==> config.mk <==
export PLATFORM = sky130hd
export DESIGN_NAME = serial_camera_yuv_to_rgb565
export DESIGN_NICKNAME = d
export VERILOG_FILES = /design/src/rtl/scyr_pkg.sv /design/src/rtl/serial_camera_yuv_to_rgb565.sv
export VERILOG_INCLUDE_DIRS = /design/src /design/src/rtl
export SDC_FILE = /design/constraint.sdc
export NUM_CORES = 1
export LEC_CHECK = 0
export ABC_CLOCK_PERIOD_IN_PS = 17200
export BUFFER_PORTS_ARGS = -buffer_cell sky130_fd_sc_hd__buf_4
export CAP_MARGIN = 20
export CORE_MARGIN = 10
export CORE_UTILIZATION = 60
export CTS_CLUSTER_DIAMETER = 60
export DETAILED_ROUTE_END_ITERATION = 10
export GPL_TIMING_DRIVEN = 0
export HOLD_SLACK_MARGIN = 0.06
export PLACE_DENSITY = 0.8
export SLEW_MARGIN = 20
export SYNTH_ARGS = -nofsm -noshare
export SYNTH_HDL_FRONTEND = slang
export SYNTH_SLANG_ARGS = --single-unit
==> constraint.sdc <==
create_clock -name clk -period 17.2 [get_ports clk]
set_input_delay 2.58 -clock clk [delete_from_list [all_inputs] [get_ports clk]]
set_output_delay 2.58 -clock clk [all_outputs]
set_load 0.1 [all_outputs]
==> src/rtl/serial_camera_yuv_to_rgb565_assert.svh <==
// ----------------------------------------------------------------------------
// serial camera yuv to rgb565 - assertion macros
// implication checks on the rising clock edge, off while reset is low
// ----------------------------------------------------------------------------
`ifndef SERIAL_CAMERA_YUV_TO_RGB565_ASSERT_SVH
`define SERIAL_CAMERA_YUV_TO_RGB565_ASSERT_SVH

// same-cycle implication
`define SCYR_ASSERT_IMP(lbl, clk, rstn, ante, cons, msg) \
  lbl: assert property (@(posedge clk) disable iff (!(rstn)) (ante) |-> (cons)) \
    else $error(msg);

// next-cycle implication
`define SCYR_ASSERT_NXT(lbl, clk, rstn, ante, cons, msg) \
  lbl: assert property (@(posedge clk) disable iff (!(rstn)) (ante) |=> (cons)) \
    else $error(msg);

`endif

==> src/rtl/scyr_pkg.sv <==
// ----------------------------------------------------------------------------
// scyr_pkg
// frame geometry, phase codes, sync settling and yuv to rgb565 color math
// ----------------------------------------------------------------------------
`timescale 1ns / 1ps

package scyr_pkg;

  localparam int FRAME_WIDTH  = 96;
  localparam int FRAME_HEIGHT = 72;
  localparam int GROUP_TOTAL  = (FRAME_WIDTH * FRAME_HEIGHT) / 2;
  localparam int GRP_W        = $clog2(GROUP_TOTAL + 1);

  localparam logic [7:0] ONES_LEN_RST  = 8'd100;
  localparam logic [7:0] ZEROS_LEN_RST = 8'd65;
  localparam logic [7:0] SKIP_LEN_RST  = 8'd16;

  localparam logic [1:0] REG_ONES  = 2'd0;
  localparam logic [1:0] REG_ZEROS = 2'd1;
  localparam logic [1:0] REG_SKIP  = 2'd2;

  localparam logic [1:0] BYTE_CA = 2'd0;
  localparam logic [1:0] BYTE_Y0 = 2'd1;
  localparam logic [1:0] BYTE_CB = 2'd2;
  localparam logic [1:0] BYTE_Y1 = 2'd3;

  typedef logic [GRP_W-1:0] grp_cnt_t;

  typedef enum logic [3:0] {
    PH_ONES  = 4'b0001,
    PH_ZEROS = 4'b0010,
    PH_SKIP  = 4'b0100,
    PH_DATA  = 4'b1000
  } phase_t;

  typedef struct packed {
    phase_t     phase;
    logic [7:0] run;
    logic       enter_data;
  } settle_t;

  // moves through every phase whose length is already reached
  function automatic settle_t settle(input phase_t ph, input logic [7:0] run,
                                     input logic [7:0] ones_len,
                                     input logic [7:0] zeros_len,
                                     input logic [7:0] skip_len);
    settle_t s;
    s.phase      = ph;
    s.run        = run;
    s.enter_data = 1'b0;
    if (s.phase == PH_ONES && s.run >= ones_len) begin
      s.phase = PH_ZEROS;
      s.run   = '0;
    end
    if (s.phase == PH_ZEROS && s.run >= zeros_len) begin
      s.phase = PH_SKIP;
      s.run   = '0;
    end
    if (s.phase == PH_SKIP && s.run >= skip_len) begin
      s.phase      = PH_DATA;
      s.run        = '0;
      s.enter_data = 1'b1;
    end
    return s;
  endfunction

  // q8 coefficients: 251, 136, 49
  function automatic logic [15:0] make_pixel(input logic [7:0] luma,
                                             input logic [7:0] ca,
                                             input logic [7:0] cb);
    logic signed [9:0]  y;
    logic signed [9:0]  a;
    logic signed [9:0]  b;
    logic signed [9:0]  r;
    logic signed [9:0]  bl;
    logic signed [18:0] s;
    logic [7:0]         r8;
    logic [7:0]         g8;
    logic [7:0]         b8;
    y  = $signed({2'b00, luma});
    a  = $signed({2'b00, ca}) - 10'sd128;
    b  = $signed({2'b00, cb}) - 10'sd128;
    r  = y + b;
    bl = y + a;
    s  = 19'sd251 * 19'(y) - 19'sd136 * 19'(b) - 19'sd49 * 19'(a);
    if (r < 0)             r8 = 8'd0;
    else if (r > 10'sd255) r8 = 8'd255;
    else                   r8 = r[7:0];
    if (bl < 0)             b8 = 8'd0;
    else if (bl > 10'sd255) b8 = 8'd255;
    else                    b8 = bl[7:0];
    if (s < 0)               g8 = 8'd0;
    else if (s[18:16] != '0) g8 = 8'd255;
    else                     g8 = s[15:8];
    return {r8[7:3], g8[7:2], b8[7:3]};
  endfunction

endpackage

==> src/rtl/serial_camera_yuv_to_rgb565.sv <==
// ----------------------------------------------------------------------------
// serial_camera_yuv_to_rgb565
// serial camera bit receiver: sync hunt, header skip, yuv422 to rgb565 pixels
// ----------------------------------------------------------------------------
// pair path: the group-ending item is written into the pair register; its first
//   pixel moves to the output register once that is free, the second follows
// throughput: one data bit per cycle; in_tready drops only when a group would
//   end while the previous pixel pair is still waiting in the pair register
// reset: rst_n low at a clock edge sets the hunt for the ones run, clears the
//   counters and pending pixels, and loads the registers with 100, 65 and 16
`timescale 1ns / 1ps
`include "serial_camera_yuv_to_rgb565_assert.svh"

module serial_camera_yuv_to_rgb565 (
  input  logic        clk,
  input  logic        rst_n,
  // input stream
  input  logic        in_tvalid,
  output logic        in_tready,
  input  logic [7:0]  in_tdata,     // [0] data_bit, [7:1] zero
  // result stream
  output logic        out_tvalid,
  input  logic        out_tready,
  output logic [15:0] out_tdata,    // [15:0] pixel
  output logic        out_tlast,    // second_of_pair
  output logic        out_tuser,    // [0] frame_end
  // configuration
  input  logic        cfg_psel,
  input  logic        cfg_penable,
  input  logic        cfg_pwrite,
  input  logic [3:0]  cfg_paddr,
  input  logic [31:0] cfg_pwdata,
  output logic [31:0] cfg_prdata,
  output logic        cfg_pready
);

  // configuration registers
  logic [7:0] ones_len_r;
  logic [7:0] zeros_len_r;
  logic [7:0] skip_len_r;
  logic       cfg_wr;
  logic [1:0] cfg_idx;

  // receiver state
  scyr_pkg::phase_t   phase_r, phase_nxt;
  logic [7:0]         run_r, run_nxt;
  logic [2:0]         bitpos_r, bitpos_nxt;
  logic [7:0]         shift_r, shift_nxt;
  logic [1:0]         big_r, big_nxt;
  scyr_pkg::grp_cnt_t gcnt_r, gcnt_nxt;
  logic [7:0]         held_ca_r, held_y0_r, held_cb_r;
  logic               held_ca_we, held_y0_we, held_cb_we;
  logic [7:0]         byte_v;

  // pair register
  logic               grp_valid_r, grp_valid_nxt;
  logic               grp_sel_r, grp_sel_nxt;
  logic               grp_end_r;
  logic [7:0]         grp_ca_r, grp_y0_r, grp_cb_r, grp_y1_r;
  logic               grp_load;
  logic               frame_done;

  // output register
  logic               out_valid_r, out_valid_nxt;
  logic [15:0]        out_pixel_r;
  logic               out_last_r;
  logic               out_end_r;
  logic               out_load;

  scyr_pkg::settle_t  pre, post;
  logic               in_fire;
  logic               ends_group;

  assign cfg_pready = 1'b1;
  assign cfg_idx    = cfg_paddr[3:2];
  assign cfg_wr     = cfg_psel & cfg_penable & cfg_pwrite & cfg_pready;

  always_comb begin
    case (cfg_idx)
      scyr_pkg::REG_ONES:  cfg_prdata = {24'd0, ones_len_r};
      scyr_pkg::REG_ZEROS: cfg_prdata = {24'd0, zeros_len_r};
      scyr_pkg::REG_SKIP:  cfg_prdata = {24'd0, skip_len_r};
      default:             cfg_prdata = 32'd0;
    endcase
  end

  always_ff @(posedge clk) begin
    if (!rst_n) begin
      ones_len_r  <= scyr_pkg::ONES_LEN_RST;
      zeros_len_r <= scyr_pkg::ZEROS_LEN_RST;
      skip_len_r  <= scyr_pkg::SKIP_LEN_RST;
    end else if (cfg_wr) begin
      case (cfg_idx)
        scyr_pkg::REG_ONES:  ones_len_r  <= cfg_pwdata[7:0];
        scyr_pkg::REG_ZEROS: zeros_len_r <= cfg_pwdata[7:0];
        scyr_pkg::REG_SKIP:  skip_len_r  <= cfg_pwdata[7:0];
        default: ;
      endcase
    end
  end

  // settle against the current lengths before the bit is taken
  assign pre = scyr_pkg::settle(phase_r, run_r, ones_len_r, zeros_len_r, skip_len_r);

  assign ends_group = (pre.phase == scyr_pkg::PH_DATA) && !pre.enter_data &&
                      (bitpos_r == 3'd7) && (big_r == scyr_pkg::BYTE_Y1);
  assign in_tready  = !(ends_group && grp_valid_r);
  assign in_fire    = in_tvalid & in_tready;
  assign byte_v     = {shift_r[6:0], in_tdata[0]};

  always_comb begin
    phase_nxt  = pre.phase;
    run_nxt    = pre.run;
    bitpos_nxt = bitpos_r;
    shift_nxt  = shift_r;
    big_nxt    = big_r;
    gcnt_nxt   = gcnt_r;
    held_ca_we = 1'b0;
    held_y0_we = 1'b0;
    held_cb_we = 1'b0;
    grp_load   = 1'b0;
    frame_done = 1'b0;
    if (pre.enter_data) begin
      bitpos_nxt = '0;
      shift_nxt  = '0;
      big_nxt    = scyr_pkg::BYTE_CA;
      gcnt_nxt   = '0;
    end
    case (pre.phase)
      scyr_pkg::PH_ONES:  run_nxt = in_tdata[0] ? pre.run + 8'd1 : 8'd0;
      scyr_pkg::PH_ZEROS: run_nxt = in_tdata[0] ? 8'd0 : pre.run + 8'd1;
      scyr_pkg::PH_SKIP:  run_nxt = pre.run + 8'd1;
      scyr_pkg::PH_DATA: begin
        shift_nxt  = {shift_nxt[6:0], in_tdata[0]};
        bitpos_nxt = bitpos_nxt + 3'd1;
        if (bitpos_nxt == 3'd0) begin
          shift_nxt = '0;
          case (big_nxt)
            scyr_pkg::BYTE_CA: held_ca_we = 1'b1;
            scyr_pkg::BYTE_Y0: held_y0_we = 1'b1;
            scyr_pkg::BYTE_CB: held_cb_we = 1'b1;
            default: begin
              grp_load   = 1'b1;
              gcnt_nxt   = gcnt_r + 1'b1;
              frame_done = (gcnt_nxt == scyr_pkg::grp_cnt_t'(scyr_pkg::GROUP_TOTAL));
            end
          endcase
          big_nxt = big_nxt + 2'd1;
        end
        if (frame_done) begin
          phase_nxt  = scyr_pkg::PH_ONES;
          run_nxt    = '0;
          bitpos_nxt = '0;
          gcnt_nxt   = '0;
        end
      end
      default: ;
    endcase
    // a sync bit settles again so a reached length is left at once;
    // after a frame the hunt settles only when the next bit comes
    post = scyr_pkg::settle(phase_nxt, run_nxt, ones_len_r, zeros_len_r, skip_len_r);
    if (pre.phase != scyr_pkg::PH_DATA) begin
      phase_nxt = post.phase;
      run_nxt   = post.run;
      if (post.enter_data) begin
        bitpos_nxt = '0;
        shift_nxt  = '0;
        big_nxt    = scyr_pkg::BYTE_CA;
        gcnt_nxt   = '0;
      end
    end
  end

  always_ff @(posedge clk) begin
    if (!rst_n) begin
      phase_r  <= scyr_pkg::PH_ONES;
      run_r    <= '0;
      bitpos_r <= '0;
      shift_r  <= '0;
      big_r    <= scyr_pkg::BYTE_CA;
      gcnt_r   <= '0;
    end else if (in_fire) begin
      phase_r  <= phase_nxt;
      run_r    <= run_nxt;
      bitpos_r <= bitpos_nxt;
      shift_r  <= shift_nxt;
      big_r    <= big_nxt;
      gcnt_r   <= gcnt_nxt;
    end
  end

  always_ff @(posedge clk) begin
    if (in_fire && held_ca_we) held_ca_r <= byte_v;
    if (in_fire && held_y0_we) held_y0_r <= byte_v;
    if (in_fire && held_cb_we) held_cb_r <= byte_v;
  end

  // pair register feeds two pixels, luma0 first
  assign out_load = grp_valid_r && (!out_valid_r || out_tready);

  always_comb begin
    grp_valid_nxt = grp_valid_r;
    grp_sel_nxt   = grp_sel_r;
    if (out_load) begin
      if (grp_sel_r) grp_valid_nxt = 1'b0;
      else           grp_sel_nxt   = 1'b1;
    end
    if (in_fire && grp_load) begin
      grp_valid_nxt = 1'b1;
      grp_sel_nxt   = 1'b0;
    end
  end

  always_ff @(posedge clk) begin
    if (!rst_n) begin
      grp_valid_r <= 1'b0;
      grp_sel_r   <= 1'b0;
    end else begin
      grp_valid_r <= grp_valid_nxt;
      grp_sel_r   <= grp_sel_nxt;
    end
  end

  always_ff @(posedge clk) begin
    if (in_fire && grp_load) begin
      grp_ca_r  <= held_ca_r;
      grp_y0_r  <= held_y0_r;
      grp_cb_r  <= held_cb_r;
      grp_y1_r  <= byte_v;
      grp_end_r <= frame_done;
    end
  end

  assign out_valid_nxt = out_load ? 1'b1 : (out_valid_r && !out_tready);

  always_ff @(posedge clk) begin
    if (!rst_n) begin
      out_valid_r <= 1'b0;
    end else begin
      out_valid_r <= out_valid_nxt;
    end
  end

  always_ff @(posedge clk) begin
    if (out_load) begin
      out_pixel_r <= scyr_pkg::make_pixel(grp_sel_r ? grp_y1_r : grp_y0_r,
                                          grp_ca_r, grp_cb_r);
      out_last_r  <= grp_sel_r;
      out_end_r   <= grp_sel_r & grp_end_r;
    end
  end

  assign out_tvalid = out_valid_r;
  assign out_tdata  = out_pixel_r;
  assign out_tlast  = out_last_r;
  assign out_tuser  = out_end_r;

  `SCYR_ASSERT_IMP(a_pair_free, clk, rst_n, in_fire && grp_load, !grp_valid_r, "pair overwritten")
  `SCYR_ASSERT_NXT(a_pair_drain, clk, rst_n, out_load && grp_sel_r, !grp_valid_r, "pair not drained")
  `SCYR_ASSERT_IMP(a_end_last, clk, rst_n, out_valid_r && out_end_r, out_last_r, "frame end on luma0")
  `SCYR_ASSERT_IMP(a_gcnt_range, clk, rst_n, 1'b1, gcnt_r < scyr_pkg::grp_cnt_t'(scyr_pkg::GROUP_TOTAL), "group count overrun")

endmodule
==> impl_metrics.csv <==
group,metric,value,unit
global_routing,grt_overflow_total,0,
job,cap_violations,0,
pwr,pwr-share-comb,8.3,%
worst_setup_path,cp_num_buf_inv,7,
worst_setup_path,r2r_slack,1.82,ns
timing,period_needed,15.38,ns
timing,setup_tns,0,ns
worst_hold_path,hold_class,"reg2reg",
routing,wl_per_cell,17.96,µm
pwr,p_per_area,57.84,mW/mm²
worst_setup_path,slowest_stage,"a31oi_1",
pwr,seqPwrFrac,43.7,%
die,chipWidth,163.3,µm
worst_setup_path,end_kind,"flop",
pwr,p_leak,6.355,nW
yosys,ys_ff_latch,138,
cells_and_area,syn_to_final_growth,11.28,%
die,placementRows,52,
routing,postRouteAntennaNets,0,
cells_and_area,final_cell_area,0.01371,mm²
clock_tree,cts_setup_buffers,0,
yosys,synthArstFlopShare,0,%
clock_tree,ctsResizeCount,0,
pwr,intPower,0.5906,mW
pwr,p_total,0.7927,mW
cells_and_area,layoutNonFillerInstCount,1676,
yosys,synth_cells,1305,
routing,drt_iter0_markers,645,
yosys,synth_edf_count,75,
pwr,peakVddDrop,0.00007297,V
global_routing,grt_use_total,22.73,%
cells_and_area,final_core_util,67.73,%
timing,slew_headroom,30.46,%
yosys,yosys.area.top_type,"ha_1",
routing,remaining_drc_errors,0,
routing,drt_wl_total,30100,µm
placement,place_ws,2.205,ns
clock_tree,cts_buffers,17,
clock_tree,cts_buffer_depth,2,
pwr,p_switching,0.2021,mW
pwr,switching_share,25.49,%
worst_setup_path,worstSetupStartpointType,"flop",
yosys,synth.top_cell.area_share,18.69,%
timing,worst_slew_pin_slew,1.043,ns
clock_tree,clk_pin_slew,0.06,ns
yosys,syn_area,0.01232,mm²
routing,wl_met2,15410,µm
die,die_h,163.3,µm
worst_setup_path,worstPathRequired,17.57,ns
timing,max_freq,65.01,MHz
routing,top_layer_used,"met4",
cells_and_area,diodes,0,
die,start_util,60.87,%
yosys,yosysSeqAreaShare,28.52,%
timing,maxSlewViolCount,0,
yosys,synth_warnings,0,
placement,gp_congestion,0.9415,
die,ios,104,
pwr,clock_power_share,48.0,%
timing,post-route-period-util,89.43,%
run_status,status,"finished clean",
worst_setup_path,crit_top_cell,"ha_1",
timing,fin_skew,0.009596,ns
clock_tree,htreeDepth,4,
timing,fin_ws,1.818,ns
global_routing,grt_pass1_vias,9858,
worst_setup_path,critPathMaxFanout,10,
worst_setup_path,cp.arrival,15.75,ns
timing,hold_viol,0,
cells_and_area,register_area,0.003513,mm²
placement,dp_cells,1644,
clock_tree,clkLatencyLatePin,0.42,ns
routing,vias,9808,
cells_and_area,layout-drive-gt1-share,10.67,%
cells_and_area,final_nets,1682,
cells_and_area,multi_input_area,0.007855,mm²
global_routing,antenna_found_initial,0,
clock_tree,cts-root-buf,"clkbuf_16",
placement,hpwlAfterDp,23540,µm
routing,viasPerCell,5.852,
die,die_area,0.02666,mm²
cells_and_area,fillers,1582,
global_routing,grt_max_degree,32,
worst_setup_path,max_stage_delay,0.73,ns
routing,route.met3.wl,1835,µm
die,core_area,0.02023,mm²
routing,m1WireLength,12050,µm
yosys,synthFlopType,"edfxtp_1",
placement,placed_cell_area,0.01311,mm²
global_routing,grt_pass1_wl,48750,µm
yosys,yosys.cell_types.count,97,
clock_tree,tritoncts,"yes",
yosys,avgSynthCellArea,9.438,µm²
timing,hold_slack,0.4135,ns
timing,setup_viol,0,
cells_and_area,largest_register_ff_count,16,
worst_setup_path,critPathTopFamily,"compound AO/OA/AOI/OAI gates",
yosys,synthTopCellsByArea,"ha_1 (19%), edfxtp_1 (18%), dfxtp_1 (10%), fa_1 (8.8%), inv_1 (5.8%)",
worst_setup_path,critPathKind,"reg2reg",
timing,rsz0062_at_grt,"no",
placement,io_buffers,45,
clock_tree,cts.sinks,138,
routing,firstDrtPassIters,5,
clock_tree,cts_hold_buf,0,
worst paths after layout:
path                 from     endpoint  cells after the start
max reg2reg      run_r[0]     run_r[3]                     63
max              run_r[0]     run_r[3]                     63
min reg2reg  held_cb_r[5]  grp_cb_r[5]                      0
min          held_cb_r[5]  grp_cb_r[5]                      0
per-layer routing:
layer | track usage, % | vias up
li1 | - | 4695
met5 | 0 | -
met3 | 4.430 | 59
met2 | 40.87 | 323
met1 | 26.05 | 4731
met4 | 8.566 | 0
cell type report:
type,count,area share [%]
buffer,55,2.346
clock buffer,18,3.131
clock inverter,14,1.242
inverter,192,5.258
multi-input combinational,943,57.31
sequential,138,25.63
tap,270,2.465
timing repair buffer,46,2.611
cell families (layout without fill, tap and decap cells):
kind of cell	after synthesis	count (layout)	share of synthesized area, %
muxes	40	40	3.302
adders and majority gates	238	238	27.47
DFF	138	138	28.52
other	2	25	0.06097
and+or+nand+nor	304	304	12.03
AOI/OAI and AO/OA	295	295	17.24
buffers and inverters	247	325	8.462
xor gates and xnor gates	41	41	2.915
placed cells by master, fill, tap and decap left out, drive strengths merged, types with 13 or more instances in the layout:
cell type / instances
inv: 195
ha: 184
nor2: 86
buf: 84
nand2: 75
edfxtp: 75
o21ai: 69
a21oi: 65
dfxtp: 63
fa: 54
mux2i: 35
clkbuf: 35
xnor2: 31
nand3: 27
conb: 25
o21a: 24
and2: 22
nand2b: 20
nor3: 17
a21o: 17
nor2b: 14
o31ai: 13
cell usage after synthesis, types with 8 or more instances:
| library cell | instances |
|---|---|
| nand3_1 | 27 |
| o211ai_1 | 11 |
| o31ai_1 | 11 |
| nand2_1 | 75 |
| dfxtp_1 | 63 |
| and2_1 | 21 |
| nor2_1 | 86 |
| o2bb2ai_1 | 8 |
| buf_4 | 26 |
| nand2b_1 | 20 |
| inv_1 | 190 |
| ha_1 | 184 |
| mux2i_1 | 35 |
| a31oi_1 | 8 |
| buf_2 | 8 |
| a21o_1 | 16 |
| fa_1 | 54 |
| xnor2_1 | 31 |
| o21a_1 | 24 |
| a21oi_1 | 64 |
| nor2b_1 | 14 |
| nor3_1 | 17 |
| clkbuf_1 | 17 |
| xor2_1 | 10 |
| edfxtp_1 | 75 |
| o21ai_0 | 65 |
power by group through the flow:
stage / registers [mW] / logic [mW] / clock network (mW)
floorplan: 0.353 / 0.0522 / 0
global placement: 0.354 / 0.0634 / 0
detailed placement: 0.354 / 0.0644 / 0
CTS: 0.347 / 0.0646 / 0.383
global route: 0.347 / 0.0692 / 0.397
finish: 0.347 / 0.0656 / 0.380
Note: power is estimated with default switching activity, not from simulation.
